`config.mk`:
```
export PLATFORM = sky130hd
export DESIGN_NAME = key_matrix_scan_debounce_flat
export DESIGN_NICKNAME = d
export VERILOG_FILES = /design/src/hdl/kmsd_pkg.sv /design/src/hdl/kmsd_if.sv /design/src/hdl/key_matrix_scan_debounce.sv /design/src/hdl/kmsd_col_update.sv /design/src/flat_wrapper.sv
export SDC_FILE = /design/constraint.sdc
export NUM_CORES = 1
export LEC_CHECK = 0
export ABC_AREA = 1
export BUFFER_PORTS_ARGS = -buffer_cell sky130_fd_sc_hd__buf_2
export CAP_MARGIN = 20
export CELL_PAD_IN_SITES_DETAIL_PLACEMENT = 0
export CELL_PAD_IN_SITES_GLOBAL_PLACEMENT = 1
export CORE_ASPECT_RATIO = 0.7
export CORE_MARGIN = 2
export CORE_UTILIZATION = 35
export CTS_CLUSTER_DIAMETER = 30
export DETAILED_ROUTE_END_ITERATION = 7
export PLACE_DENSITY = 0.7
export SYNTH_ARGS = -nofsm -noshare
export SYNTH_HDL_FRONTEND = slang
export SYNTH_HIERARCHICAL = 1
export SYNTH_SLANG_ARGS = --single-unit
export TNS_END_PERCENT = 100
```
`constraint.sdc`:
```
create_clock -name clk -period 16.3 [get_ports clk]
set_input_delay 3.26 -clock clk [delete_from_list [all_inputs] [get_ports clk]]
set_output_delay 3.26 -clock clk [all_outputs]
set_load 0.05 [all_outputs]
```
`src/hdl/kmsd_pkg.sv`:
```
// ---------------------------------------------------------------------------
// kmsd_pkg
// Shared widths and reset value for the key matrix scanner with debounce.
// ---------------------------------------------------------------------------
package kmsd_pkg;

  localparam int NUM_COLUMNS_DEF = 7;
  localparam int NUM_ROWS_DEF    = 5;

  // fixed word field and counter widths
  localparam int SAMPLE_W  = 5;
  localparam int COL_OUT_W = 3;
  localparam int CNT_W     = 8;
  localparam int CFG_W     = 8;

  localparam logic [CFG_W-1:0] DEBOUNCE_RESET = 8'd5;

endpackage

```
`src/hdl/kmsd_if.sv`:
```
// ---------------------------------------------------------------------------
// kmsd channel interfaces
// Valid/ready channels for row samples, scan results and the config write.
// ---------------------------------------------------------------------------
interface kmsd_sample_if;
  logic                          valid;
  logic                          ready;
  logic [kmsd_pkg::SAMPLE_W-1:0] row_sample;

  modport source (output valid, output row_sample, input ready);
  modport sink   (input valid, input row_sample, output ready);
endinterface

interface kmsd_result_if;
  logic                           valid;
  logic                           ready;
  logic [kmsd_pkg::COL_OUT_W-1:0] scanned_column;
  logic [kmsd_pkg::SAMPLE_W-1:0]  debounced_rows;
  logic [kmsd_pkg::SAMPLE_W-1:0]  toggled_rows;
  logic [kmsd_pkg::COL_OUT_W-1:0] next_column;

  modport source (output valid, output scanned_column, output debounced_rows,
                  output toggled_rows, output next_column, input ready);
  modport sink   (input valid, input scanned_column, input debounced_rows,
                  input toggled_rows, input next_column, output ready);
endinterface

interface kmsd_cfg_if;
  logic                       valid;
  logic                       ready;
  logic [kmsd_pkg::CFG_W-1:0] debounce_samples;

  modport source (output valid, output debounce_samples, input ready);
  modport sink   (input valid, input debounce_samples, output ready);
endinterface

```
`src/hdl/key_matrix_scan_debounce.sv`:
```
// ---------------------------------------------------------------------------
// key_matrix_scan_debounce
// Keyboard matrix scanner with per-key counter debounce.
//
// samples: one word per scan tick, the row levels read while the current
//   column is driven. results: one word per sample with the scanned column,
//   its debounced rows, the rows that toggled, and the column to drive next.
// cfg: write-only debounce_samples register (reset 5), always ready; write
//   it only while no sample is in flight.
// Latency: the result appears in the cycle after the sample is taken.
// Throughput: one sample per cycle; column state sits in flops indexed by
//   the column counter, updated in the same cycle as the sample is taken.
// A held result register frees as it is taken, so a sample can enter in the
//   same cycle that the previous result leaves. While the receiver stalls
//   with a result pending, samples.ready is low.
// Reset (rst, synchronous): column counter to zero, all debounced states,
//   previous samples and counters cleared, debounce_samples back to 5.
// Counters are 8 bits and wrap; a threshold of zero acts as one.
// ---------------------------------------------------------------------------
module key_matrix_scan_debounce #(
  parameter int NUM_COLUMNS = kmsd_pkg::NUM_COLUMNS_DEF,
  parameter int NUM_ROWS    = kmsd_pkg::NUM_ROWS_DEF
) (
  input logic         clk,
  input logic         rst,
  kmsd_sample_if.sink samples,
  kmsd_result_if.source results,
  kmsd_cfg_if.sink    cfg
);
  import kmsd_pkg::*;

  localparam int COL_W = (NUM_COLUMNS > 1) ? $clog2(NUM_COLUMNS) : 1;
  localparam logic [COL_W-1:0] COL_LAST = COL_W'(NUM_COLUMNS - 1);

  // state
  logic [COL_W-1:0]                 col_idx;
  logic [COL_W-1:0]                 col_idx_next;
  logic [CFG_W-1:0]                 threshold;
  logic [NUM_ROWS-1:0]              deb_mem  [NUM_COLUMNS];
  logic [NUM_ROWS-1:0]              prev_mem [NUM_COLUMNS];
  logic [NUM_ROWS-1:0][CNT_W-1:0]   cnt_mem  [NUM_COLUMNS];

  // result register
  logic                 out_valid;
  logic [COL_OUT_W-1:0] out_col;
  logic [SAMPLE_W-1:0]  out_deb;
  logic [SAMPLE_W-1:0]  out_tog;
  logic [COL_OUT_W-1:0] out_next;

  logic                           in_fire;
  logic [NUM_ROWS-1:0]            rows;
  logic [NUM_ROWS-1:0]            state_next;
  logic [NUM_ROWS-1:0]            toggled;
  logic [NUM_ROWS-1:0][CNT_W-1:0] cnt_next;
  logic [SAMPLE_W-1:0]            deb_word;
  logic [SAMPLE_W-1:0]            tog_word;
  logic [COL_OUT_W-1:0]           col_word;
  logic [COL_OUT_W-1:0]           next_word;

  function automatic logic [SAMPLE_W-1:0] tog_word_mask();
    logic [SAMPLE_W-1:0] m;
    m = '0;
    for (int i = 0; i < SAMPLE_W; i++) begin
      if (i < NUM_ROWS) begin
        m[i] = 1'b1;
      end
    end
    return m;
  endfunction

  assign samples.ready = !out_valid || results.ready;
  assign in_fire       = samples.valid && samples.ready;
  assign cfg.ready     = 1'b1;

  assign col_idx_next = (col_idx == COL_LAST) ? '0 : col_idx + 1'b1;

  // rows beyond the sample width read as zero; result bits beyond NUM_ROWS are zero
  for (genvar r = 0; r < NUM_ROWS; r++) begin : g_rows_in
    if (r < SAMPLE_W) begin : g_bit
      assign rows[r] = samples.row_sample[r];
    end else begin : g_zero
      assign rows[r] = 1'b0;
    end
  end

  for (genvar i = 0; i < SAMPLE_W; i++) begin : g_rows_out
    if (i < NUM_ROWS) begin : g_bit
      assign deb_word[i] = state_next[i];
      assign tog_word[i] = toggled[i];
    end else begin : g_zero
      assign deb_word[i] = 1'b0;
      assign tog_word[i] = 1'b0;
    end
  end

  if (COL_W >= COL_OUT_W) begin : g_col_trunc
    assign col_word  = col_idx[COL_OUT_W-1:0];
    assign next_word = col_idx_next[COL_OUT_W-1:0];
  end else begin : g_col_ext
    assign col_word  = {{(COL_OUT_W - COL_W){1'b0}}, col_idx};
    assign next_word = {{(COL_OUT_W - COL_W){1'b0}}, col_idx_next};
  end

  kmsd_col_update #(
    .NUM_ROWS (NUM_ROWS)
  ) u_update (
    .rows       (rows),
    .state      (deb_mem[col_idx]),
    .prev       (prev_mem[col_idx]),
    .cnt        (cnt_mem[col_idx]),
    .threshold  (threshold),
    .state_next (state_next),
    .cnt_next   (cnt_next),
    .toggled    (toggled)
  );

  always_ff @(posedge clk) begin
    if (rst) begin
      threshold <= DEBOUNCE_RESET;
    end else if (cfg.valid) begin
      threshold <= cfg.debounce_samples;
    end
  end

  always_ff @(posedge clk) begin
    if (rst) begin
      col_idx <= '0;
      for (int c = 0; c < NUM_COLUMNS; c++) begin
        deb_mem[c]  <= '0;
        prev_mem[c] <= '0;
        cnt_mem[c]  <= '0;
      end
    end else if (in_fire) begin
      col_idx           <= col_idx_next;
      deb_mem[col_idx]  <= state_next;
      prev_mem[col_idx] <= rows;
      cnt_mem[col_idx]  <= cnt_next;
    end
  end

  always_ff @(posedge clk) begin
    if (rst) begin
      out_valid <= 1'b0;
    end else if (in_fire) begin
      out_valid <= 1'b1;
    end else if (results.ready) begin
      out_valid <= 1'b0;
    end
  end

  always_ff @(posedge clk) begin
    if (in_fire) begin
      out_col  <= col_word;
      out_deb  <= deb_word;
      out_tog  <= tog_word;
      out_next <= next_word;
    end
  end

  assign results.valid          = out_valid;
  assign results.scanned_column = out_col;
  assign results.debounced_rows = out_deb;
  assign results.toggled_rows   = out_tog;
  assign results.next_column    = out_next;

  // checks
  a_col_range: assert property (@(posedge clk) disable iff (rst)
    col_idx <= COL_LAST)
    else $error("column counter out of range");

  a_result_follows: assert property (@(posedge clk) disable iff (rst)
    in_fire |=> results.valid)
    else $error("accepted sample produced no result");

  a_next_matches: assert property (@(posedge clk) disable iff (rst)
    in_fire |=> (results.next_column == col_word))
    else $error("next_column disagrees with column counter");

  a_no_take_when_full: assert property (@(posedge clk) disable iff (rst)
    (out_valid && !results.ready) |-> !in_fire)
    else $error("sample taken over a pending result");

  a_toggle_in_state: assert property (@(posedge clk) disable iff (rst)
    in_fire |=> ((results.toggled_rows & ~tog_word_mask()) == '0))
    else $error("toggle reported on a row outside the matrix");

endmodule

```
`src/hdl/kmsd_col_update.sv`:
```
// ---------------------------------------------------------------------------
// kmsd_col_update
// Per-key debounce update for one column: counters, toggles, new state.
// ---------------------------------------------------------------------------
module kmsd_col_update #(
  parameter int NUM_ROWS = kmsd_pkg::NUM_ROWS_DEF
) (
  input  logic [NUM_ROWS-1:0]                     rows,
  input  logic [NUM_ROWS-1:0]                     state,
  input  logic [NUM_ROWS-1:0]                     prev,
  input  logic [NUM_ROWS-1:0][kmsd_pkg::CNT_W-1:0] cnt,
  input  logic [kmsd_pkg::CFG_W-1:0]              threshold,
  output logic [NUM_ROWS-1:0]                     state_next,
  output logic [NUM_ROWS-1:0][kmsd_pkg::CNT_W-1:0] cnt_next,
  output logic [NUM_ROWS-1:0]                     toggled
);
  import kmsd_pkg::*;

  logic [NUM_ROWS-1:0] steady;
  logic [NUM_ROWS-1:0][CNT_W-1:0] cnt_inc;

  // differs from debounced state and unchanged since last visit
  assign steady = (rows ^ state) & ~(rows ^ prev);

  always_comb begin
    for (int r = 0; r < NUM_ROWS; r++) begin
      cnt_inc[r]    = cnt[r] + 1'b1;  // wraps at 8 bits
      toggled[r]    = 1'b0;
      cnt_next[r]   = '0;
      if (steady[r]) begin
        if (cnt_inc[r] >= threshold) begin
          toggled[r] = 1'b1;
        end else begin
          cnt_next[r] = cnt_inc[r];
        end
      end
    end
    state_next = state ^ toggled;
  end

endmodule

```
`src/flat_wrapper.sv`:
```
// flat-port wrapper written by rule: the top's interface ports become plain ports
module key_matrix_scan_debounce_flat import kmsd_pkg::*;
#(
  parameter int NUM_COLUMNS = kmsd_pkg::NUM_COLUMNS_DEF,
  parameter int NUM_ROWS    = kmsd_pkg::NUM_ROWS_DEF
)
  (clk, rst, samples_valid, samples_row_sample, samples_ready, results_valid, results_scanned_column, results_debounced_rows, results_toggled_rows, results_next_column, results_ready, cfg_valid, cfg_debounce_samples, cfg_ready);
  kmsd_sample_if samples_i ();
  kmsd_result_if results_i ();
  kmsd_cfg_if cfg_i ();
  input logic clk;
  input logic rst;
  input wire logic [$bits(samples_i.valid)-1:0] samples_valid;
  input wire logic [$bits(samples_i.row_sample)-1:0] samples_row_sample;
  output wire logic [$bits(samples_i.ready)-1:0] samples_ready;
  output wire logic [$bits(results_i.valid)-1:0] results_valid;
  output wire logic [$bits(results_i.scanned_column)-1:0] results_scanned_column;
  output wire logic [$bits(results_i.debounced_rows)-1:0] results_debounced_rows;
  output wire logic [$bits(results_i.toggled_rows)-1:0] results_toggled_rows;
  output wire logic [$bits(results_i.next_column)-1:0] results_next_column;
  input wire logic [$bits(results_i.ready)-1:0] results_ready;
  input wire logic [$bits(cfg_i.valid)-1:0] cfg_valid;
  input wire logic [$bits(cfg_i.debounce_samples)-1:0] cfg_debounce_samples;
  output wire logic [$bits(cfg_i.ready)-1:0] cfg_ready;
  assign samples_i.valid = samples_valid;
  assign samples_i.row_sample = samples_row_sample;
  assign samples_ready = samples_i.ready;
  assign results_valid = results_i.valid;
  assign results_scanned_column = results_i.scanned_column;
  assign results_debounced_rows = results_i.debounced_rows;
  assign results_toggled_rows = results_i.toggled_rows;
  assign results_next_column = results_i.next_column;
  assign results_i.ready = results_ready;
  assign cfg_i.valid = cfg_valid;
  assign cfg_i.debounce_samples = cfg_debounce_samples;
  assign cfg_ready = cfg_i.ready;
  key_matrix_scan_debounce #(.NUM_COLUMNS(NUM_COLUMNS), .NUM_ROWS(NUM_ROWS)) u_core (.clk(clk), .rst(rst), .samples(samples_i), .results(results_i), .cfg(cfg_i));
endmodule
```
=== Word-level counts from Yosys, hierarchy flattened ===
Memory sizes are Yosys's and may differ from the RTL's. A register that Yosys moved wholly into a read port is not among the register bits.
Index checks and enable logic that the tools add are counted.

* Add/subtract/negate cells: 6
* Order comparisons: 5
* Equality and inequality tests: 1
* Muxes and demuxes: 43
* Bitwise operators: 5
* Reduce and logical (&&, ||, !) cells: 7

{| class="wikitable"
|+ Operator list
! kind !! number
|-
| two-way mux 8 bit || 10
|-
| adder 8 x 1 -> 8 bit, second input constant || 5
|-
| greater-or-equal comparator 8 bit || 5
|-
| two-way mux 40 bit || 1
|-
| OR reduction 40 bit || 1
|-
| two-way mux 3 bit || 10
|-
| two-way mux 1 bit || 20
|-
| XOR 5 bit || 3
|-
| two-way mux 5 bit || 2
|-
| OR reduction 5 bit || 2
|-
| AND 5 bit || 1
|-
| NOT 5 bit || 1
|-
| adder 3 x 1 -> 3 bit, second input constant || 1
|-
| == test 3 bit, second input constant || 1
|-
| nonzero test 2 bit || 1
|-
| logical AND 1 bit || 1
|-
| logical NOT 1 bit || 1
|-
| logical OR 1 bit || 1
|}

* Register bits: 28
* Bits in writable memories: 350
* Input port bits: 18
* Output and inout bits: 19
* Word-level logic and storage cells: 77
* Memories: 3

{| class="wikitable"
|+ Memories
! memory !! words !! bits a word !! rd ports !! clocked after Yosys merged registers in !! wr ports !! RTL line !! RTL
|-
| u_core.cnt_mem || 7 || 40 || 1 || 1 || 7 || key_matrix_scan_debounce.sv:41 || <nowiki>logic [NUM_ROWS-1:0][CNT_W-1:0] cnt_mem [NUM_COLUMNS];</nowiki>
|-
| u_core.deb_mem || 7 || 5 || 1 || 1 || 7 || key_matrix_scan_debounce.sv:39 || <nowiki>logic [NUM_ROWS-1:0] deb_mem [NUM_COLUMNS];</nowiki>
|-
| u_core.prev_mem || 7 || 5 || 1 || 1 || 7 || key_matrix_scan_debounce.sv:40 || <nowiki>logic [NUM_ROWS-1:0] prev_mem [NUM_COLUMNS];</nowiki>
|}

=== Depth between registers and ports, before layout ===
Gate-level depths: netlist of run 1.

* Depth in word-level cells: 8
* Gate-level depth with buffers: 26
* Gate-level depth less buffers: 23

=== By module ===
The synthesis of run 1 kept the hierarchy.

{| class="wikitable"
|+ Modules (own cells, without submodules)
! module !! times used !! cells each !! area each (µm²) !! sequential area each (µm²)
|-
| key_matrix_scan_debounce || 1 || 1885 || 18427.7 || 12291.8
|-
| kmsd_col_update || 1 || 397 || 2282.2 || 0.0
|}

=== Worst setup path after synthesis of run 1 ===
Ideal clock, no wire load.

* Path kind: input to register
* Start point: input port results_ready
* End point: memory u_core/cnt_mem[5][0] (netlist bit), enable pin
* Library setup time: 0.533 ns
* Data arrival time: 7.452 ns
* Data required time: 15.767 ns
* Slack: 8.315 ns
* Stages: 4
* Path buffers: 0
* Cells stage by stage: inv_1 -> nand2_2 -> nand2_1 -> o31ai_1

{| class="wikitable"
|+ RTL lines
! element !! RTL line !! RTL
|-
| start, declared || flat_wrapper.sv:21 || <nowiki>input wire logic [$bits(results_i.ready)-1:0] results_ready;</nowiki>
|-
| end, declared || key_matrix_scan_debounce.sv:41 ||
|}

=== Final worst setup path of run 1 ===
* Start point: input port results_ready
* End point: output port samples_ready

* Cells in the longest elaborated chain, start to end: 1

{| class="wikitable"
|+ Ends and longest elaborated chain
! element !! RTL line !! RTL
|-
| logical OR 1 bit || key_matrix_scan_debounce.sv:71 || <nowiki>assign samples.ready = !out_valid || results.ready;</nowiki>
|-
| end, declared || flat_wrapper.sv:15 || <nowiki>output wire logic [$bits(samples_i.ready)-1:0] samples_ready;</nowiki>
|}

No other way between the ends.

==> results.md, run 1 <==
- Vias in the first global route: 15779
- Final net count: 2353
- Setup TNS: 0 ns
- # resized after CTS: 0
- EDFF count, synth: 366
- CTS Hold Bufs: 0
- R2R Setup Slk: 11.51 ns
- Remaining global-route overflow: 0
- Layout cells sized above 1: 0.1003
- Buffers on Ports: 35
- GRT Total Usage: 0.2093
- Worst reg2reg path depth: 21
- Mapped Area: 20710 µm²
- Maximum clock rate: 142.6 MHz
- Area after DPL: 21600 µm²
- CTS Buf Count: 75
- Mapped Cells: 2282
- H-tree Lvls: 3
- Root Buffer: clkbuf_16
- Primary FF master, synth: edfxtp_1
- Postcts setup bufs: 0
- Outcome: complete, no violations
- HP Class: flop to flop
- Most frequent cells in the layout: nor2_1 (628), edfxtp_1 (366), nand2_1 (362)
- Initial antenna violation count: 0
- YS warnings: 6
- N_diodes: 0
- Startpoint Class: input pin
- First-pass GRT wire length: 96.23 mm
- CTS tree: done
- Worst hold endpoint: u_core/threshold[2]$_SDFFE_PP1P_
- Setup Crit Path Kind: input pin to output pin
- Yosys reg bits: 431
- Area Overhead vs Synth: 16.97%
- Period minus WS final: 7.014 ns
- Hold depth: 2
- Most common cell after layout, fill and taps aside: nor2_1
- CP max FO: 5
- Slew headroom: 0.2509
- Critical R2R Capture: u_core/deb_mem[2][4]$_SDFFCE_PN0P_
- RSZ-0062 raised after global routing: false
- Die width: 294.7 µm
- Total power: 3.380 mW
- Worst hold start: u_core/threshold[2]$_SDFFE_PP1P_
- Fin. Hold Viols: 0
- Max-Cap Viols: 0
- Core box area: 58420 µm²
- Die ar.: 61160 µm²
- Worst setup EP type: output pin
- Crit path DAT: 3.75 ns
- PD cells: 139.5 nW/µm²
- Final setup violating endpoints: 0
- Worst VDD drop: 0.07153 mV
- Detailed-route vias per instance: 5.149
- Required time worst endpoint: 13.04 ns
- Synth Area per Inst: 9.075 µm²
- Final Max Tran Viols: 0
- Clock skew: 0.04172 ns
- Tcrit/Tclk final: 0.4303
- Skew-Pair Late Insertion Delay: 0.62 ns
- DRT iter0 DRCs: 1453
- Worst-Margin Slew: 1.124 ns
- Rows: 74
- CTS clock-pin slew for the worst setup and hold paths: 0.05 ns
- Wire per inst: 20.26 µm
- Crit path from: results_ready
- Initial core utilization: 0.3545
- P_leak: 9.904 nW
- Sequential cell area fraction in the yosys report: 0.5935
- Syn_nets: 2345
- CTS Buffer Depth: 3
- IO Pins: 37
- Yosys cell types: 34
- Finished Cell Area: 24220 µm²
- Post-route ant nets: 0
- Placer Congestion: 0.8015
- Total number of vias: 16226
- DRT Wirelength: 63.85 mm
- Clk sink count: 431
- Pin count of the biggest net entering global routing: 75
- DR pass1 iterations: 5
- Async set-reset flop share out of synthesis: 0
- Height of the die: 207.5 µm
- Drt drc: 0
- DP HPWL: 33.87 mm
## synthesized netlist by cell type, types with 6 or more instances
master,number,share of area
ha_1,45,0.027
inv_1,209,0.038
xor2_1,15,0.0063
nor2_1,629,0.11
o22ai_1,103,0.031
a21oi_1,11,0.0027
edfxtp_1,366,0.53
nand4_1,6,0.0018
buf_2,57,0.014
buf_1,7,0.0013
clkbuf_1,65,0.012
o21ai_0,211,0.051
dfxtp_1,65,0.063
nand3_1,72,0.017
nand2_1,371,0.067
## cell type report
type                       count  area, µm²
inverter                     214      809.5
tap                          798      998.5
clock inverter                46      570.5
timing repair buffer          61      370.4
multi-input combinational   1507       7126
fill                        5670      34200
sequential                   431      12300
clock buffer                  94       2049
## flip-flops by register name, summed over array words and instances, names as in the netlist, named ones only
signal and cells:
u_core/deb_mem 40, u_core/results.scanned_column 3, u_core/cnt_mem 320, u_core/results.debounced_rows 5
u_core/col_idx 3, u_core/results.toggled_rows 5, u_core/threshold 8, u_core/results.valid 1
u_core/results.next_column 3, u_core/prev_mem 40
## cells by family (layout without fill, tap and decap cells)
| kind of cell | Yosys count | count (layout) | synth area share |
|---|---|---|---|
| buf+inv | 344 | 415 | 0.06597 |
| compound gates | 343 | 343 | 0.09074 |
| fa+ha+maj | 45 | 45 | 0.02719 |
| flops | 431 | 431 | 0.5935 |
| simple gates | 1100 | 1100 | 0.2137 |
| xor+xnor | 18 | 18 | 0.008700 |
| other cells | 1 | 1 | 0.0001811 |
## per-stage QoR
stage,utilization,hold slack [ns],instances,setup slack [ns]
final,0.4146,0.4716,3151,9.286
after CTS,0.4146,0.4731,3151,9.279
after floorplan,-,0.4289,2282,8.315
after global placement,0.3698,0.4392,3011,9.246
after global routing,0.4146,0.4934,3151,9.253
after detailed placement,0.3698,0.4580,3011,9.279
## metal layers
metal  wire length [µm]  global-route usage  share of wire
met3               5214             0.04143          0.082
met1              29220              0.3036           0.46
met2              27840              0.3141           0.44
met4               1583             0.06492          0.025
met5                  0                   0              0
## worst max-delay path by stage
stage | endpoint | slack (ns) | cells past startpoint
5_1_grt | samples_ready | 9.25 | 4
2_1_floorplan | u_core/cnt_mem[5][0]$_DFFE_PP_ | 8.32 | 4
4_1_cts | samples_ready | 9.28 | 4
3_3_place_gp | samples_ready | 9.25 | 4
3_5_place_dp | samples_ready | 9.28 | 4
6_report | samples_ready | 9.29 | 4
## power by group
| group | leakage, nW | internal [mW] | total (mW) | switching [mW] |
|---|---|---|---|---|
| combinational | 4.33 | 0.133 | 0.501 | 0.368 |
| sequential | 4.30 | 1.26 | 1.27 | 0.0186 |
| clock | 1.27 | 1.00 | 1.60 | 0.605 |
| total | 9.90 | 2.39 | 3.38 | 0.991 |
## worst max-delay path, cell delays in order
cell and delay, ns:
buf_2 0.07, inv_1 0.04, nand2_2 0.10, buf_2 0.28
(Power assumes the default switching activity.)
==> run 2: changes to the inputs <==
==> constraint.sdc (replaced) <==
create_clock -name clk -period 7 [get_ports clk]
set_input_delay 1.4 -clock clk [delete_from_list [all_inputs] [get_ports clk]]
set_output_delay 1.4 -clock clk [all_outputs]
set_load 0.05 [all_outputs]
==> results.md, run 2 (synthesis gave the netlist of run 1 again) <==
- IO Pins: 37 (unchanged)
- Vias in the first global route: 15889 (was 15779)
- Core box area: 58420 µm² (unchanged)
- PD cells: 327.2 nW/µm² (was 139.5 nW/µm²)
- Worst hold endpoint: u_core/cnt_mem[6][18]$_SDFFE_PP0P_ (was u_core/threshold[2]$_SDFFE_PP1P_)
- Skew-Pair Late Insertion Delay: 0.60 ns (was 0.62 ns)
- DRT Wirelength: 63.83 mm (was 63.85 mm)
- Area Overhead vs Synth: 17.34% (was 16.97%)
- Buffers on Ports: 35 (unchanged)
- Period minus WS final: 4.558 ns
- CP max FO: 116 (was 5)
- Crit path DAT: 5.05 ns (was 3.75 ns)
- Post-route ant nets: 0 (unchanged)
- Placer Congestion: 0.7809 (was 0.8015)
- DP HPWL: 32.67 mm (was 33.87 mm)
- HP Class: flop to flop (unchanged)
- Worst-Margin Slew: 1.102 ns (was 1.124 ns)
- Root Buffer: clkbuf_16 (unchanged)
- Worst reg2reg path depth: 24 (was 21)
- Slew headroom: 0.2647 (was 0.2509)
- Postcts setup bufs: 0 (unchanged)
- Clock skew: 0.02677 ns (was 0.04172 ns)
- Pin count of the biggest net entering global routing: 143 (was 75)
- Wire per inst: 20.22 µm (was 20.26 µm)
- Dpl cells: 3009 (was 3011)
- Fillers: 5714 (was 5670)
- First-pass GRT wire length: 96.30 mm (was 96.23 mm)
- Setup Crit Path Kind: flop to flop (was input pin to output pin)
- Rows: 74 (unchanged)
- Most common cell after layout, fill and taps aside: nor2_1 (unchanged)
- Initial core utilization: 0.3545 (unchanged)
- Startpoint Class: flop (was input pin)
- Largest reg by FF count: u_core/cnt_mem (unchanged)
- Height of the die: 207.5 µm (unchanged)
- Final Max Tran Viols: 0 (unchanged)
- Initial antenna violation count: 0 (unchanged)
- Remaining global-route overflow: 0 (unchanged)
- Total number of vias: 16228 (was 16226)
- Die width: 294.7 µm (unchanged)
- Worst setup EP type: flop (was output pin)
- Max FFs per register: 320 (unchanged)
- Detailed-route vias per instance: 5.140 (was 5.149)
- Outcome: complete, no violations (unchanged)
- Top Registers: u_core/cnt_mem: 320 flops, u_core/deb_mem: 40 flops, u_core/prev_mem: 40 flops (unchanged)
- R2R Setup Slk: 2.44 ns (was 11.51 ns)
- Worst hold start: u_core/cnt_mem[6][18]$_SDFFE_PP0P_ (was u_core/threshold[2]$_SDFFE_PP1P_)
- CTS clock-pin slew for the worst setup and hold paths: 0.06 ns (was 0.05 ns)
- DRT iter0 DRCs: 1652 (was 1453)
- Max-Cap Viols: 0 (unchanged)
- Tcrit/Tclk final: 0.6512
- Die ar.: 61160 µm² (unchanged)
- CTS Buf Count: 80 (was 75)
- Clk sink count: 431 (unchanged)
- Fin. Hold Viols: 0 (unchanged)
- DR pass1 iterations: 6 (was 5)
- Worst VDD drop: 0.1597 mV (was 0.07153 mV)
- RSZ-0062 raised after global routing: false (unchanged)
- GRT Total Usage: 0.2090 (was 0.2093)
- P_leak: 9.927 nW (was 9.904 nW)
- CTS Buffer Depth: 3 (unchanged)
- Critical R2R Capture: u_core/deb_mem[6][4]$_SDFFE_PP0P_ (was u_core/deb_mem[2][4]$_SDFFCE_PN0P_)
- Required time worst endpoint: 7.49 ns (was 13.04 ns)
- Setup TNS: 0 ns (unchanged)
- Layout cells sized above 1: 0.1022 (was 0.1003)
- Drt drc: 0 (unchanged)
- Maximum clock rate: 219.4 MHz
- Final net count: 2356 (was 2353)
- CTS Hold Bufs: 0 (unchanged)
- CTS tree: done (unchanged)
- # resized after CTS: 0 (unchanged)
- Final setup violating endpoints: 0 (unchanged)
- Final cell count without fillers: 3157 (was 3151)
- Hold depth: 2 (unchanged)
- Most frequent cells in the layout: nor2_1 (628), edfxtp_1 (366), nand2_1 (362) (unchanged)
- H-tree Lvls: 3 (unchanged)
[run 2: changes by cell type in the layout (fill, tap and decap cells not counted), moves of 3 or more]
cell	delta
inv_6	+7
clkbuf_16	+6
clkbuf_8	-6
clkbuf_1	-5
clkinv_1	+5
clkinvlp_4	+5
buf_4	-4
clkinv_16	-3
clkinv_2	+3
inv_16	-3
[run 2: worst max-delay path by stage]
| stage | start | end | cells after the start |
|---|---|---|---|
| 2_1_floorplan | results_ready | u_core/cnt_mem[5][0]$_DFFE_PP_ | 4 |
| 3_3_place_gp | flop | u_core/deb_mem[6][4]$_SDFFE_PP0P_ | 24 |
| 3_5_place_dp | flop | u_core/deb_mem[3][4]$_SDFFCE_PN0P_ | 21 |
| 4_1_cts | flop | u_core/cnt_mem[6][15]$_SDFFE_PP0P_ | 20 |
| 5_1_grt | flop | u_core/deb_mem[6][4]$_SDFFE_PP0P_ | 23 |
| 6_report | flop | u_core/deb_mem[6][4]$_SDFFE_PP0P_ | 24 |
[run 2: report_power, final]
| part | switching (mW) | total, mW | internal [mW] |
|---|---|---|---|
| sequential | 0.0569 | 2.98 | 2.93 |
| combinational | 0.834 | 1.14 | 0.309 |
| clock | 1.38 | 3.83 | 2.45 |
[run 2: final cells by class]
| class | count | area [µm²] | share of cell area |
|---|---|---|---|
| flip-flops and latches | 431 | 12300 | 0.5062 |
| repair buffers | 59 | 380.4 | 0.01565 |
| multi-input cells | 1507 | 7126 | 0.2932 |
| well taps | 798 | 998.5 | 0.04109 |
| clock buffers | 89 | 2098 | 0.08635 |
| clock inverters | 58 | 584.3 | 0.02404 |
| inverters | 214 | 810.8 | 0.03336 |
| diodes | 1 | 2.502 | 0.0001030 |
[run 2: per-stage QoR]
step	instance area [µm²]	worst slack [ns]	power [mW]	utilization	hold slack, ns
final	24300	2.442	7.952	0.4159	0.4753
after global routing	24300	2.030	8.282	0.4159	0.4981
after CTS	24300	2.484	8.000	0.4159	0.4800
after detailed placement	21620	2.514	4.164	0.3700	0.4684
after global placement	21620	2.553	4.149	0.3700	0.4460
after floorplan	20710	0.8753	3.828	-	0.4289
[run 2: worst max-delay path: stages, from the launching register on]
cell and delay [ns]:
dfxtp_4 0.53, inv_6 0.70, buf_4 0.57, o21ai_0 0.14, o22ai_1 0.16, nand2_1 0.08, nand2_1 0.12, ha_1 0.17
nand2_1 0.05, inv_1 0.09, nand4_1 0.10, xor2_1 0.22, inv_1 0.07, ha_1 0.27, nand2_1 0.06, nor2_1 0.10
nand2_1 0.12, nand2_1 0.13, nand2_1 0.09, nand2_1 0.06, nand2_1 0.08, inv_1 0.12, nand3_1 0.10, nand2_1 0.11
nor2_1 0.04
[run 2: metal layers]
metal  vias up  GRT usage  part of all wire
met5         -          0                 0
met2       646     0.3219              0.44
met4         0    0.06140             0.021
li1       7612          -                 -
met1      7868     0.2991              0.46
met3       102    0.03897             0.079
